--- src/hdl/checked_command_line_parser_assert.svh ---
// Assertion helpers for the command line parser.
// All checks are clocked on clk and disabled while rst is high.
`ifndef CHECKED_COMMAND_LINE_PARSER_ASSERT_SVH
`define CHECKED_COMMAND_LINE_PARSER_ASSERT_SVH

// Same-cycle implication.
`define CCLP_ASSERT_NOW(label, ante, cons) \
  label: assert property (@(posedge clk) disable iff (rst) (ante) |-> (cons)) \
    else $error("cclp: same-cycle check failed");

// Next-cycle implication.
`define CCLP_ASSERT_NEXT(label, ante, cons) \
  label: assert property (@(posedge clk) disable iff (rst) (ante) |=> (cons)) \
    else $error("cclp: next-cycle check failed");

`endif

--- src/hdl/cclp_pkg.sv ---
package cclp_pkg;

  localparam int FIELD_W = 16;
  localparam int ACC_W   = 17;
  localparam int CMD_LEN = 9;
  localparam int MATCH_W = 4;

  localparam logic [7:0] CH_NL    = 8'h0A;
  localparam logic [7:0] CH_STAR  = 8'h2A;
  localparam logic [7:0] CH_COMMA = 8'h2C;
  localparam logic [7:0] CH_HASH  = 8'h23;
  localparam logic [7:0] CH_PLUS  = 8'h2B;
  localparam logic [7:0] CH_MINUS = 8'h2D;

  localparam logic [ACC_W-1:0]   ACC_LIMIT = 17'd32768;
  localparam logic [FIELD_W-1:0] FIELD_MAX = 16'd32767;

  // comma counts that open the rudder and thrust fields
  localparam logic [2:0] COMMAS_RUDDER = 3'd2;
  localparam logic [2:0] COMMAS_THRUST = 3'd4;
  localparam logic [2:0] COMMAS_SAT    = 3'd7;

  typedef logic [7:0] cmd_text_t [CMD_LEN];

  // "#C,Rudder"
  localparam cmd_text_t CMD_TEXT = '{8'h23, 8'h43, 8'h2C, 8'h52, 8'h75,
                                     8'h64, 8'h64, 8'h65, 8'h72};

  typedef enum logic [1:0] {
    PH_BLANK,
    PH_SIGN,
    PH_DIGITS,
    PH_DONE
  } num_phase_t;

  function automatic logic [3:0] hex_value(input logic [7:0] c);
    logic [3:0] v;
    v = 4'd0;
    if (c inside {[8'h30:8'h39]}) begin
      v = c[3:0];
    end else if (c inside {[8'h41:8'h46]}) begin
      v = 4'(c - 8'h37);
    end
    return v;
  endfunction

  function automatic logic is_blank(input logic [7:0] c);
    return c inside {8'h20, [8'h09:8'h0D]};
  endfunction

  function automatic logic is_digit(input logic [7:0] c);
    return c inside {[8'h30:8'h39]};
  endfunction

endpackage

--- src/hdl/checked_command_line_parser.sv ---
// Channel   Valid      Stall      Payload
// input     in_valid   in_stall   rx_byte
// output    out_valid  out_stall  accepted, checksum_seen, checksum_bad,
//                                 line_too_long, rudder_value, thrust_value
// config    cfg_write  -          cfg_data (paused)
//
// One word per cycle; line state is updated in the cycle the word is taken.
// A newline word registers its result, shown on the output in the next cycle.
// Only a newline word stalls, and only while an earlier result is held stalled.
// Synchronous reset clears line state as a newline does, but produces no result.
// While paused every word is taken and dropped, newlines included.
`include "checked_command_line_parser_assert.svh"

module checked_command_line_parser #(
  parameter int MAX_LINE = 128
) (
  input  logic                 clk,
  input  logic                 rst,
  input  logic                 cfg_write,
  input  logic                 cfg_data,
  input  logic                 in_valid,
  output logic                 in_stall,
  input  logic [7:0]           rx_byte,
  output logic                 out_valid,
  input  logic                 out_stall,
  output logic                 accepted,
  output logic                 checksum_seen,
  output logic                 checksum_bad,
  output logic                 line_too_long,
  output logic signed [15:0]   rudder_value,
  output logic signed [15:0]   thrust_value
);

  localparam int LEN_W = $clog2(MAX_LINE + 1);
  localparam int FW    = cclp_pkg::FIELD_W;
  localparam int AW    = cclp_pkg::ACC_W;

  logic                          paused;
  logic [7:0]                    running_xor;
  logic [7:0]                    tail_bytes [4];
  logic [LEN_W-1:0]              line_length;
  logic                          overflow_flag;
  logic [cclp_pkg::MATCH_W-1:0]  match_position;
  logic                          command_found;
  logic [2:0]                    comma_count;
  cclp_pkg::num_phase_t          number_phase;
  logic                          number_negative;
  logic [AW-1:0]                 number_accumulator;
  logic [FW-1:0]                 rudder_field;
  logic [FW-1:0]                 thrust_field;
  logic [FW-1:0]                 rudder_held;
  logic [FW-1:0]                 thrust_held;

  logic in_fire;
  logic is_nl;
  logic word_fire;
  logic line_end;

  // line close
  logic       seen;
  logic [7:0] prefix;
  logic [7:0] sum;
  logic       bad;
  logic       acc_ok;

  // per-byte next values
  logic [LEN_W-1:0]             line_length_next;
  logic [cclp_pkg::MATCH_W-1:0] match_position_next;
  logic                         command_found_next;
  logic [2:0]                   comma_count_next;
  logic                         cmd_hit;

  // shared number decoder
  logic [FW-1:0]        dec_field_in;
  logic [FW-1:0]        dec_field;
  cclp_pkg::num_phase_t dec_phase;
  logic                 dec_negative;
  logic [AW-1:0]        dec_acc;
  logic [19:0]          acc_prod;
  logic [AW-1:0]        acc_sat;

  assign is_nl     = (rx_byte == cclp_pkg::CH_NL);
  assign in_stall  = out_valid && out_stall && is_nl && !paused;
  assign in_fire   = in_valid && !in_stall;
  assign word_fire = in_fire && !paused && !is_nl;
  assign line_end  = in_fire && !paused && is_nl;

  always_comb begin
    seen   = !overflow_flag && (line_length >= LEN_W'(5))
             && (tail_bytes[3] == cclp_pkg::CH_STAR);
    prefix = running_xor ^ tail_bytes[0] ^ tail_bytes[1] ^ tail_bytes[2] ^ tail_bytes[3];
    sum    = {cclp_pkg::hex_value(tail_bytes[2]), cclp_pkg::hex_value(tail_bytes[1])};
    bad    = seen && ((sum ^ prefix) != 8'd0);
    acc_ok = command_found && !overflow_flag && !bad;
  end

  always_comb begin
    line_length_next = line_length;
    if (line_length < LEN_W'(MAX_LINE)) begin
      line_length_next = line_length + LEN_W'(1);
    end

    cmd_hit = (32'(match_position) < cclp_pkg::CMD_LEN) &&
              (rx_byte == cclp_pkg::CMD_TEXT[match_position]);
    match_position_next = match_position;
    command_found_next  = command_found;
    if (!command_found) begin
      if (cmd_hit) begin
        match_position_next = match_position + cclp_pkg::MATCH_W'(1);
      end else begin
        match_position_next = (rx_byte == cclp_pkg::CH_HASH) ?
                              cclp_pkg::MATCH_W'(1) : cclp_pkg::MATCH_W'(0);
      end
      if (32'(match_position_next) >= cclp_pkg::CMD_LEN) begin
        command_found_next  = 1'b1;
        match_position_next = '0;
      end
    end

    comma_count_next = comma_count;
    if (comma_count != cclp_pkg::COMMAS_SAT) begin
      comma_count_next = comma_count + 3'd1;
    end
  end

  // atoi-style step; the accumulator holds the magnitude, capped at 32768
  always_comb begin
    dec_field_in = (comma_count == cclp_pkg::COMMAS_RUDDER) ? rudder_field : thrust_field;
    dec_field    = dec_field_in;
    dec_phase    = number_phase;
    dec_negative = number_negative;
    dec_acc      = number_accumulator;
    acc_prod     = (20'(number_accumulator) << 3) + (20'(number_accumulator) << 1)
                   + 20'(rx_byte[3:0]);
    acc_sat      = (acc_prod > 20'(cclp_pkg::ACC_LIMIT)) ? cclp_pkg::ACC_LIMIT : acc_prod[AW-1:0];
    if (number_phase == cclp_pkg::PH_BLANK && cclp_pkg::is_blank(rx_byte)) begin
      dec_phase = number_phase;
    end else if (number_phase == cclp_pkg::PH_BLANK &&
                 (rx_byte == cclp_pkg::CH_PLUS || rx_byte == cclp_pkg::CH_MINUS)) begin
      dec_negative = (rx_byte == cclp_pkg::CH_MINUS);
      dec_phase    = cclp_pkg::PH_SIGN;
    end else if (number_phase != cclp_pkg::PH_DONE && cclp_pkg::is_digit(rx_byte)) begin
      dec_phase = cclp_pkg::PH_DIGITS;
      dec_acc   = acc_sat;
      if (number_negative) begin
        dec_field = FW'(AW'(0) - acc_sat);
      end else if (acc_sat > AW'(cclp_pkg::FIELD_MAX)) begin
        dec_field = cclp_pkg::FIELD_MAX;
      end else begin
        dec_field = acc_sat[FW-1:0];
      end
    end else begin
      dec_phase = cclp_pkg::PH_DONE;
    end
  end

  always_ff @(posedge clk) begin
    if (rst) begin
      paused <= 1'b0;
    end else if (cfg_write) begin
      paused <= cfg_data;
    end
  end

  always_ff @(posedge clk) begin
    if (rst || line_end) begin
      running_xor        <= '0;
      tail_bytes         <= '{default: '0};
      line_length        <= LEN_W'(1);
      overflow_flag      <= 1'b0;
      match_position     <= '0;
      command_found      <= 1'b0;
      comma_count        <= '0;
      number_phase       <= cclp_pkg::PH_BLANK;
      number_negative    <= 1'b0;
      number_accumulator <= '0;
      rudder_field       <= '0;
      thrust_field       <= '0;
    end else if (word_fire) begin
      running_xor    <= running_xor ^ rx_byte;
      tail_bytes[3]  <= tail_bytes[2];
      tail_bytes[2]  <= tail_bytes[1];
      tail_bytes[1]  <= tail_bytes[0];
      tail_bytes[0]  <= rx_byte;
      line_length    <= line_length_next;
      if (line_length_next >= LEN_W'(MAX_LINE)) begin
        overflow_flag <= 1'b1;
      end
      match_position <= match_position_next;
      command_found  <= command_found_next;
      if (rx_byte == cclp_pkg::CH_COMMA) begin
        comma_count <= comma_count_next;
        if (comma_count_next == cclp_pkg::COMMAS_RUDDER ||
            comma_count_next == cclp_pkg::COMMAS_THRUST) begin
          number_phase       <= cclp_pkg::PH_BLANK;
          number_negative    <= 1'b0;
          number_accumulator <= '0;
          if (comma_count_next == cclp_pkg::COMMAS_RUDDER) begin
            rudder_field <= '0;
          end else begin
            thrust_field <= '0;
          end
        end
      end else if (comma_count == cclp_pkg::COMMAS_RUDDER ||
                   comma_count == cclp_pkg::COMMAS_THRUST) begin
        number_phase       <= dec_phase;
        number_negative    <= dec_negative;
        number_accumulator <= dec_acc;
        if (comma_count == cclp_pkg::COMMAS_RUDDER) begin
          rudder_field <= dec_field;
        end else begin
          thrust_field <= dec_field;
        end
      end
    end
  end

  always_ff @(posedge clk) begin
    if (rst) begin
      rudder_held <= '0;
      thrust_held <= '0;
    end else if (line_end && acc_ok) begin
      rudder_held <= rudder_field;
      thrust_held <= thrust_field;
    end
  end

  always_ff @(posedge clk) begin
    if (rst) begin
      out_valid <= 1'b0;
    end else if (line_end) begin
      out_valid <= 1'b1;
    end else if (!out_stall) begin
      out_valid <= 1'b0;
    end
  end

  // result word; line_end only fires when the register is free
  always_ff @(posedge clk) begin
    if (line_end) begin
      accepted      <= acc_ok;
      checksum_seen <= seen;
      checksum_bad  <= bad;
      line_too_long <= overflow_flag;
      rudder_value  <= acc_ok ? rudder_field : rudder_held;
      thrust_value  <= acc_ok ? thrust_field : thrust_held;
    end
  end

  `CCLP_ASSERT_NOW(a_acc_clean, out_valid && accepted, !line_too_long && !checksum_bad)
  `CCLP_ASSERT_NOW(a_bad_needs_seen, out_valid && checksum_bad, checksum_seen)
  `CCLP_ASSERT_NOW(a_long_no_sum, out_valid && line_too_long, !checksum_seen && !accepted)
  `CCLP_ASSERT_NOW(a_len_range, 1'b1, line_length >= LEN_W'(1) && line_length <= LEN_W'(MAX_LINE))
  `CCLP_ASSERT_NEXT(a_nl_result, line_end, out_valid && accepted == $past(acc_ok))
  `CCLP_ASSERT_NEXT(a_held_stable, !line_end, $stable(rudder_held) && $stable(thrust_held))

endmodule

--- config.mk ---
export PLATFORM = sky130hd
export DESIGN_NAME = checked_command_line_parser
export DESIGN_NICKNAME = d
export VERILOG_FILES = /design/src/hdl/cclp_pkg.sv /design/src/hdl/checked_command_line_parser.sv
export VERILOG_INCLUDE_DIRS = /design/src /design/src/hdl
export SDC_FILE = /design/constraint.sdc
export NUM_CORES = 1
export LEC_CHECK = 0
export BUFFER_PORTS_ARGS = -buffer_cell sky130_fd_sc_hd__buf_4
export CORE_MARGIN = 2
export CORE_UTILIZATION = 46
export CTS_CLUSTER_SIZE = 24
export DETAILED_ROUTE_END_ITERATION = 8
export GPL_TIMING_DRIVEN = 0
export HOLD_SLACK_MARGIN = 0.03
export PLACE_DENSITY = 0.73
export SETUP_SLACK_MARGIN = 0.5
export SLEW_MARGIN = 40
export SYNTH_ARGS = -nofsm -noshare
export SYNTH_HDL_FRONTEND = slang
export SYNTH_SLANG_ARGS = --single-unit
--- constraint.sdc ---
create_clock -name clk -period 11.9 [get_ports clk]
set_input_delay 0.595 -clock clk [delete_from_list [all_inputs] [get_ports clk]]
set_output_delay 0.595 -clock clk [all_outputs]
set_load 0.02 [all_outputs]
# Yosys cells after proc, flatten, opt, wreduce, memory -nomap -nowiden
# Memories as Yosys holds them, arrays and structs flattened.
# Cells that the tools add are included.
# totals
register_bits,179
romBits,128
input_bits,14
output_inout_bits,38
elab_cells,182
memories,1
# memory_table
memory,depth,width,rd,rd_ports_with_merged_regs,wr,line,source
(no name shown),16,8,1,0,0,checked_command_line_parser.sv:104,(rx_byte == cclp_pkg::CMD_TEXT[match_position]);
# op_classes
n_addsub,8
n_lt_le_gt_ge,20
eq_ne,21
muxes,52
bitwise_logic,8
n_reduce_logical,47
# ops
operator,count
16-bit 2-to-1 mux,18
17-bit 2-to-1 mux,7
"8-bit by 6-bit equality test with 1-bit output, second input constant",6
8-bit XOR,6
4-bit 2-to-1 mux,7
"8-bit by 6-bit >= comparator with 1-bit output, second input constant",3
"8-bit by 6-bit <= comparator with 1-bit output, second input constant",3
8-bit 2-to-1 mux,3
1-bit logical AND,23
20-bit by 18-bit adder with 20-bit output,1
20-bit by 4-bit adder with 20-bit output,1
"20-bit by 16-bit > comparator with 1-bit output, second input constant",1
"17-bit by 15-bit > comparator with 1-bit output, second input constant",1
"8-bit by 7-bit >= comparator with 1-bit output, second input constant",2
"8-bit by 7-bit <= comparator with 1-bit output, second input constant",2
"1-bit by 16-bit subtractor with 16-bit output, first input constant",1
5-bit AND reduction,3
1-bit 2-to-1 mux,11
2-bit 2-to-1 mux,5
"2-bit by 1-bit inequality test with 1-bit output, second input constant",5
2-bit nonzero test,5
"8-bit by 1-bit adder with 8-bit output, second input constant",1
"8-bit by 4-bit equality test with 1-bit output, second input constant",1
8-bit equality test,1
other kinds (25),39

# Logic depth before layout (Yosys ltp)
# Gate-level depths: netlist of the first run.
# logic_depth
ltp_word,13
ltp_mapped,21
ltp_nobuf,19

# Least setup slack after synthesis of the first run
# OpenSTA, ideal clock, no wires.
# synth_timing
kind,input -> register
from,input port rx_byte[3]
to,register rudder_held[0]
setup_time_ns,0.128
t_arrival_ns,5.775
t_required_ns,11.772
path_slack_ns,5.998
path_stages,8
path_buffers,1
cell_sequence,nor2b_1 -> nand2_1 -> or4b_2 -> nor3b_1 -> nand4b_1 -> buf_2 -> mux2i_1 -> nor2_1
# synth_between
elab_chain_cells,8
# synth_rtl
item,line,source
start: declaration,checked_command_line_parser.sv:23,"input logic [7:0] rx_byte,"
8-bit by 4-bit equality test with 1-bit output (*),checked_command_line_parser.sv:82,assign is_nl = (rx_byte == cclp_pkg::CH_NL);
1-bit logical AND (2 in a row),checked_command_line_parser.sv:83,assign in_stall = out_valid && out_stall && is_nl && !paused;
1-bit zero test,checked_command_line_parser.sv:84,assign in_fire = in_valid && !in_stall;
1-bit logical AND,checked_command_line_parser.sv:84,
1-bit logical AND,checked_command_line_parser.sv:86,assign line_end = in_fire && !paused && is_nl;
1-bit logical AND (*),checked_command_line_parser.sv:86,
net line_end,checked_command_line_parser.sv:57,logic line_end;
1-bit logical AND (*),checked_command_line_parser.sv:222,end else if (line_end && acc_ok) begin
end signal: assignment,checked_command_line_parser.sv:223,rudder_held <= rudder_field;
end: declaration,checked_command_line_parser.sv:51,logic [FW-1:0] rudder_held;
# The timed path passes the listed nets; every way through them passes the cells marked *.
# A chain may end at the register's enable or synchronous reset.

# Worst setup path in the final report of the first run
# layout_timing
from,input port rx_byte[3]
to,register thrust_field[8]
# layout_between
elab_chain_cells,12
word_cells_on_any_way,43
classes_between,add/sub (2); order compare (6); eq/ne (8); mux (9); reduce/logical (18)
# layout_rtl
item,line,source
20-bit by 4-bit adder with 20-bit output,checked_command_line_parser.sv:134,+ 20'(rx_byte[3:0]);
20-bit by 16-bit > comparator with 1-bit output,checked_command_line_parser.sv:135,acc_sat = (acc_prod > 20'(cclp_pkg::ACC_LIMIT)) ? cclp_pkg::ACC_LIMIT : acc_prod[AW-1:0];
17-bit 2-to-1 mux,checked_command_line_parser.sv:135,
17-bit by 15-bit > comparator with 1-bit output,checked_command_line_parser.sv:147,end else if (acc_sat > AW'(cclp_pkg::FIELD_MAX)) begin
16-bit 2-to-1 mux,checked_command_line_parser.sv:147,
16-bit 2-to-1 mux,checked_command_line_parser.sv:145,if (number_negative) begin
16-bit 2-to-1 mux,checked_command_line_parser.sv:142,end else if (number_phase != cclp_pkg::PH_DONE && cclp_pkg::is_digit(rx_byte)) begin
16-bit 2-to-1 mux,checked_command_line_parser.sv:138,end else if (number_phase == cclp_pkg::PH_BLANK &&
16-bit 2-to-1 mux,checked_command_line_parser.sv:136,if (number_phase == cclp_pkg::PH_BLANK && cclp_pkg::is_blank(rx_byte)) begin
16-bit 2-to-1 mux,checked_command_line_parser.sv:209,if (comma_count == cclp_pkg::COMMAS_RUDDER) begin
16-bit 2-to-1 mux,checked_command_line_parser.sv:204,end else if (comma_count == cclp_pkg::COMMAS_RUDDER ||
16-bit 2-to-1 mux,checked_command_line_parser.sv:191,if (rx_byte == cclp_pkg::CH_COMMA) begin
end signal: assignment,checked_command_line_parser.sv:212,thrust_field <= dec_field;
end: declaration,checked_command_line_parser.sv:50,logic [FW-1:0] thrust_field;
# Parallel ways exist; a longest one is shown, timed or not. The select of a mux whose other input is x is not followed.

==> results of run 1 <==
## cells by family after synthesis
family | count (synthesis)
buffers and inverters | 89
muxes | 75
and+or+nand+nor | 416
adders and majority gates | 52
AOI/OAI and AO/OA | 282
xor gates and xnor gates | 63
DFF | 179
## tightest hold or removal path: stages
cell	delay, ns
buf_4	0.08
a21oi_1	0.05
nor2_1	0.07
## sequential cells by signal, summed over array words and instances (netlist names)
signal and flops:
comma_count 3, overflow_flag 1, thrust_value 16, paused 1, match_position 4, thrust_held 16
rudder_value 16, number_accumulator 17, thrust_field 16, checksum_seen 1, number_phase 2, rudder_held 16
command_found 1, rudder_field 16, tail_bytes 32, out_valid 1, running_xor 8, number_negative 1
accepted 1, checksum_bad 1, line_length 8, line_too_long 1
## cells in the mapped netlist (4+ instances only)
cell type	number	area share [%]
or2_2	4	0.25
mux2_2	33	3.7
and4_1	4	0.35
o21ai_0	53	2.6
nor3b_1	5	0.37
o211ai_1	8	0.59
a211oi_1	12	0.89
a21o_1	13	0.96
o31ai_1	11	0.81
xnor2_1	35	3.0
or3_1	8	0.49
nand4_1	9	0.55
o221ai_1	7	0.60
a21oi_1	91	4.5
nand3_1	35	1.7
buf_2	7	0.35
a22o_1	11	0.95
nor2b_1	13	0.80
nand2b_1	5	0.31
o211a_1	5	0.49
o31a_1	4	0.35
nand2_1	143	5.3
nor4_1	6	0.37
nor2_1	117	4.3
xor2_1	28	2.4
a2111oi_0	4	0.35
and2_1	8	0.49
nor3_1	23	1.1
dfxtp_1	143	28
buf_1	9	0.33
a31oi_1	12	0.74
and3_1	14	0.86
clkbuf_1	44	1.6
or4_1	4	0.30
mux2i_1	42	4.1
ha_1	50	6.2
inv_1	29	1.1
edfxtp_1	36	11
## layer usage
metal	up-vias	track usage, %	part of all wire, %
met2	305	35.8	46
met3	35	3.41	5.8
met1	4242	30.5	47
met4	0	5.51	1.3
li1	4306	-	-
met5	-	0	0
## metrics by stage
| stage | power, mW | cells | setup slack (ns) |
|---|---|---|---|
| floorplan | 0.699 | 1156 | 6.00 |
| CTS | 1.27 | 1524 | 5.95 |
| global placement | 0.723 | 1486 | 3.76 |
| finish | 1.27 | 1525 | 5.70 |
| global route | 1.31 | 1525 | 5.42 |
| detailed placement | 0.725 | 1492 | 5.55 |
## power by group
part | internal [mW] | leakage [nW] | switching (mW) | total, mW
combinational | 0.0304 | 2.92 | 0.0515 | 0.0819
clock | 0.301 | 0.279 | 0.256 | 0.557
sequential | 0.623 | 1.49 | 0.00789 | 0.631
total | 0.954 | 4.69 | 0.315 | 1.27
## final cells by class
| type | count | share of cell area, % |
|---|---|---|
| multi-input combinational | 888 | 51.0 |
| sequential | 179 | 34.3 |
| clock buffer | 18 | 3.82 |
| timing repair buffer | 57 | 3.61 |
| tap | 280 | 3.04 |
| buffer | 60 | 2.03 |
| clock inverter | 14 | 1.26 |
| inverter | 29 | 0.946 |
## layout by cell type (no fill, tap or decap), types with 9 or more instances in the layout
master and count:
a211oi_1 12, a21o_1 13, a21oi_1 91, a22o_1 11, a31oi_1 12, and3_1 14, buf_1 9, buf_2 12
buf_4 52, clkbuf_1 44, clkbuf_16 17, dfxtp_1 143, edfxtp_1 36, ha_1 50, inv_1 29, mux2_2 33
mux2i_1 42, nand2_1 143, nand3_1 35, nand4_1 9, nor2_1 117, nor2b_1 13, nor3_1 23, o21ai_0 53
o31ai_1 11, xnor2_1 35, xor2_1 28
## worst min path at each step
stage	endpoint	slack, ns	cells after the start
global placement	tail_bytes[23]	0.47	2
detailed placement	tail_bytes[23]	0.47	2
global route	out_valid	0.41	3
finish	out_valid	0.41	3
CTS	out_valid	0.39	3
floorplan	line_too_long	0.45	0
==> impl_results.md, run 1 <==
* Status: finished, final reports clean
* CTS tree: yes
* Worst vdd ir at 0.000106 V
* Post-DP HPWL at 18.8 mm
* Mapped Nets at 1222
* Initial antenna violation count at 0
* CTS Hold Buffers Added at 0
* Drt wl/cell at 16.8 um
* Layout cells sized above 1 at 12.3%
* Nets@finish at 1298
* Ys async rst share at 0%
* Vias in the first global route at 8406
* DIE AREA at 23300 um^2
* Worst-path fanout max at 10
* Synth Area in Adders at 6.56%
* Initial Util at 46.6%
* Synth warn at 0
* Mapped Cells at 1156
* Mapped cell area at 10100 um^2
* Die Span Y at 153 um
* Critical Path End: thrust_field[8]
* Final wirelength at 25.6 mm
* CP max stage cell: a2111oi_0
* Pleak at 4.69 nW
* Worst rel slew slack at 40.5%
* Vias per inst at 5.83
* Startpoint of the worst hold path: out_stall
* Setup TNS at 0 ns
* Dpl cell area at 10900 um^2
* Filler cell count in the final layout at 2012
* H-Tree Depth at 4
* Multi-input logic area at 5870 um^2
* CP bufs+invs at 4
* RSZ-0062 raised after global routing: false
* Grt ovf at 0
* Post-layout util at 52.9%
* Pin count of the biggest net entering global routing at 18
* Xor and xnor area share after synthesis at 5.44%
* Sequential-to-total area share from yosys stat at 38.9%
* Crit-path cells: buf_4, fa_1, inv_1, fa_1, nand2b_1, a21bo_2, a21o_1, mux2i_1, a2111oi_0, nor3_1, clkbuf_1, and3_1, ha_1, nor4b_1, and3_1, nand3_1, nor4_1, o31a_1, clkbuf_1, a2111oi_0, o31ai_1
* Simple-Gate Fraction of Synth Area at 19.4%
* Gp weighted congestion at 0.934
* Core Area at 21800 um^2
* Post-synthesis cell type count at 82
* Setup violators final at 0
* Die Wd at 153 um
* Period utilization at 52.1%
* Slew of the pin with the lowest slew margin at 0.869 ns
* Peak Freq at 161 MHz
* Clk_lat worst skew at 0.43 ns
* Crit start category: input port
* Max_cap viols at 0
* Post-CTS Setup Repair Bufs at 0
* Mean Syn Cell Area at 8.78 um^2
* Register bit total from synthesis at 179
* Rows at 54
* Kind of critical path: input port to flop
* Crit-path leading delay family: compound AO/OA/AOI/OAI gates
* R2r worst-path depth at 20
* Largest family of logic cells by synthesized area: simple AND/OR/NAND/NOR gates
* Worst setup path start: rx_byte[3]
* Buffers on Ports at 50
* Antenna violation net count after detailed routing at 0
* Critical path data arrival time at 6.54 ns
* Num ports at 52
* Compound-gate portion of the synthesized area at 18.5%
* DRC errors left at 0
* Total track usage at 21.9%
* Crit path depth at 21
* Clk buf depth at 2
* DR vias at 8888
* Synth Flop Type: dfxtp_1
* Post-synth EDFFs at 36
* First-pass GRT wire length at 42.4 mm
* DRT Pass-1 Iters at 5
* Skew final at 0.00830 ns
* Worst-path clk slew at 0.07 ns
* Mux contribution to synthesized area at 7.81%
* Crit path largest cell delay at 0.78 ns
* Sink Count at 179
* Tmin final at 6.20 ns
* Fin. max-slew vios at 0
* DR iter-0 viols at 819
* Hold WC Path Type: input port to flop
* Reg-to-Reg Start: number_accumulator[0]
* PwrDens at 110 nW/um^2
* Area Growth Syn to Fin at 13.4%
* Worst path required time at 12.24 ns
* R2R Path End: thrust_field[8]
* Final Hold Fails at 0
* PostCTS Resize Cnt at 0
* CTS root buffer: clkbuf_16
* FF-to-FF setup slack at 5.71 ns
* CP Capture Type: flop
* Area of all placed cells without fillers at 11500 um^2
* CTS buffer count at 17
* Min Hold Slack at 0.409 ns
* Antenna Cells at 0
* Sequential cell area at 3940 um^2
Note: power is estimated with default switching activity, not from simulation.
==> run 2: changes to the inputs <==
Clock period 11.9 ns to 6 ns, I/O delays scaled along.
==> run 2 against run 1 <==
Sequential power is 98% higher. Combinational power rose by 99%. Register-to-register slack worse by 5.0 ns. Critical endpoint is now thrust_field[0]. Largest cell class unchanged. Highest routed layer unchanged.
==> impl_results.md, run 2 (synthesis results as in run 1) <==
* PwrDens at 214 nW/um^2 (+94%)
* Commonest cells after routing, fill and taps aside: nand2_1 (143), dfxtp_1 (143), nor2_1 (117), a21oi_1 (90), buf_4 (54)
* Non-filler cells, final at 1525 (unchanged)
* Die Span Y at 153 um (unchanged)
* Final setup margin at 0.744 ns (-4.96 ns)
* Clk buf depth at 2 (unchanged)
* Initial Util at 46.6% (unchanged)
* Total power at 2.48 mW (+95%)
* Gate power share at 6.6% (about the same)
* Worst vdd ir at 0.000198 V (+87%)
* Crit start category: flop
* Critical path data arrival time at 5.58 ns (-0.96 ns)
* Net Sw Frac at 25.6% (+0.76 points)
* Post-DP HPWL at 18.7 mm (-0.41%)
* CTS Hold Buffers Added at 0 (unchanged)
* Area Growth Syn to Fin at 14.5%
* Pin count of the biggest net entering global routing at 19 (+1)
* Peak Freq at 190 MHz
* Antenna Cells at 0 (unchanged)
* Status: finished, final reports clean
* CTS tree: yes
* Num ports at 52 (unchanged)
* Initial antenna violation count at 0 (unchanged)
* Grt ovf at 0 (unchanged)
* Max FFs per register at 32 (unchanged)
* Antenna violation net count after detailed routing at 0 (unchanged)
* Dpl cell area at 10900 um^2 (about the same)
* DRC errors left at 0 (unchanged)
* Vias per inst at 5.74 (-1.5%)
* Share of power burned in the clock network at 43.0% (-0.9 points)
* Worst rel slew slack at 44.8% (+4.3 points)
* First-pass GRT wire length at 41.4 mm (-2.4%)
* Fin. max-slew vios at 0 (unchanged)
* Worst-path fanout max at 10 (unchanged)
* Sink Count at 179 (unchanged)
* Worst-path clk slew at 0.07 ns (about the same)
* Area of all placed cells without fillers at 11600 um^2 (+0.95%)
* Kind of critical path: flop to flop
* Final wirelength at 25.4 mm (-0.53%)
* Gp weighted congestion at 0.944 (+1.0%)
* CTS buffer count at 17 (unchanged)
* Filler cell count in the final layout at 1966 (-2.3%)
* Core Area at 21800 um^2 (unchanged)
* Vias in the first global route at 8175 (-2.7%)
* Total track usage at 21.4% (-0.45 points)
* Max_cap viols at 0 (unchanged)
* Drt wl/cell at 16.7 um (-0.53%)
* Skew final at 0.0137 ns (+0.00539 ns)
* Nets@finish at 1298 (unchanged)
* Setup violators final at 0 (unchanged)
* RSZ-0062 raised after global routing: false
* H-Tree Depth at 4 (unchanged)
* Multi-input logic area at 5980 um^2 (+1.8%)
* Setup TNS at 0 ns (unchanged)
* Most flops, register: tail_bytes
* Slew of the pin with the lowest slew margin at 0.826 ns (-0.0432 ns)
* P_int at 1.85 mW (+93%)
* Die Wd at 153 um (unchanged)
* Clk_lat worst skew at 0.43 ns (about the same)
* Period utilization at 87.6%
* Top Registers: tail_bytes x32, number_accumulator x17
* DR vias at 8756 (-1.5%)
* CTS root buffer: clkbuf_16
* DR iter-0 viols at 594 (-27%)
* Hold WC Path Type: input port to flop
* Layout cells sized above 1 at 13.3% (+1.0 points)
* Worst path required time at 6.33 ns (-5.91 ns)
* CP Capture Type: flop
* Final Hold Fails at 0 (unchanged)
* DRT Pass-1 Iters at 6 (+1)
* Placed instance count at 1490 (-0.13%)
* Pleak at 4.64 nW (-1.1%)
* Sw Pwr at 0.635 mW (+100%)
* Buffers on Ports at 50 (unchanged)
* DIE AREA at 23300 um^2 (unchanged)
* Placement Setup Slack at -0.0600 ns (-5.61 ns)
* Tmin final at 5.26 ns
* Sequential cell area at 3940 um^2 (unchanged)
* Seq pwr share at 50.4% (+0.7 points)
* Rows at 54 (unchanged)
[run 2: power by group through the flow]
stage / Combinational [mW] / Clock [mW] / Sequential [mW]
global placement: 0.156 / 0 / 1.28
floorplan: 0.114 / 0 / 1.27
global route: 0.180 / 1.12 / 1.25
CTS: 0.161 / 1.08 / 1.25
detailed placement: 0.159 / 0 / 1.28
finish: 0.163 / 1.07 / 1.25
[run 2: timing repair]
action	in CTS	in global routing
pin swaps	1	4
setup buffers	1	1
resized for setup	5	18
cloned	0	0
setup endpoints to repair	26	26
[run 2: routing by layer]
metal / GRT usage (%) / share of wire [%] / wire, um / up-vias
met3: 3.56 / 4.9 / 1250 / 33
li1: - / - / - / 4325
met4: 6.70 / 1.9 / 471 / 0
met1: 29.7 / 47 / 12000 / 4137
met5: 0 / 0 / 0 / -
met2: 34.4 / 46 / 11700 / 261
[run 2: path summary, 6_finish.rpt]
kind / startpoint / end / slack [ns] / cells past startpoint
worst min register to register: tail_bytes[25] / tail_bytes[17] / 0.48 / 2
worst max-delay path: number_accumulator[0] / thrust_field[0] / 0.74 / 20
worst max register to register: number_accumulator[0] / thrust_field[0] / 0.74 / 20
worst min-delay path: cfg_data / paused / 0.12 / 3
[run 2: through the flow]
stage / hold WS (ns) / util [%]
final: 0.119 / 53.4
after global routing: 0.133 / 53.4
after CTS: 0.116 / 52.9
after detailed placement: 0.469 / 50.2
after global placement: 0.465 / 50.0
after floorplan: 0.445 / -
[run 2: cell type report]
class / count / share of cell area (%)
Buffer: 60 / 2.06
Clock buffer: 17 / 3.66
Clock inverter: 15 / 1.20
Inverter: 29 / 0.937
Multi-Input combinational cell: 888 / 51.5
Sequential cell: 179 / 34.0
Tap cell: 280 / 3.02
Timing Repair Buffer: 57 / 3.72
[run 2: worst max-delay path: stages (launching register included)]
cell,delay (ns)
dfxtp_1,0.35
fa_1,0.54
inv_1,0.06
fa_1,0.48
nand2b_1,0.22
a21bo_2,0.27
a21o_1,0.21
mux2i_1,0.16
a2111oi_4,0.36
nor3_2,0.14
buf_2,0.22
and3_4,0.21
ha_1,0.20
nor4b_1,0.30
and3_1,0.20
nand3_1,0.14
nor4_4,0.33
o31a_1,0.15
clkbuf_4,0.24
nor2_1,0.11
a311oi_2,0.25
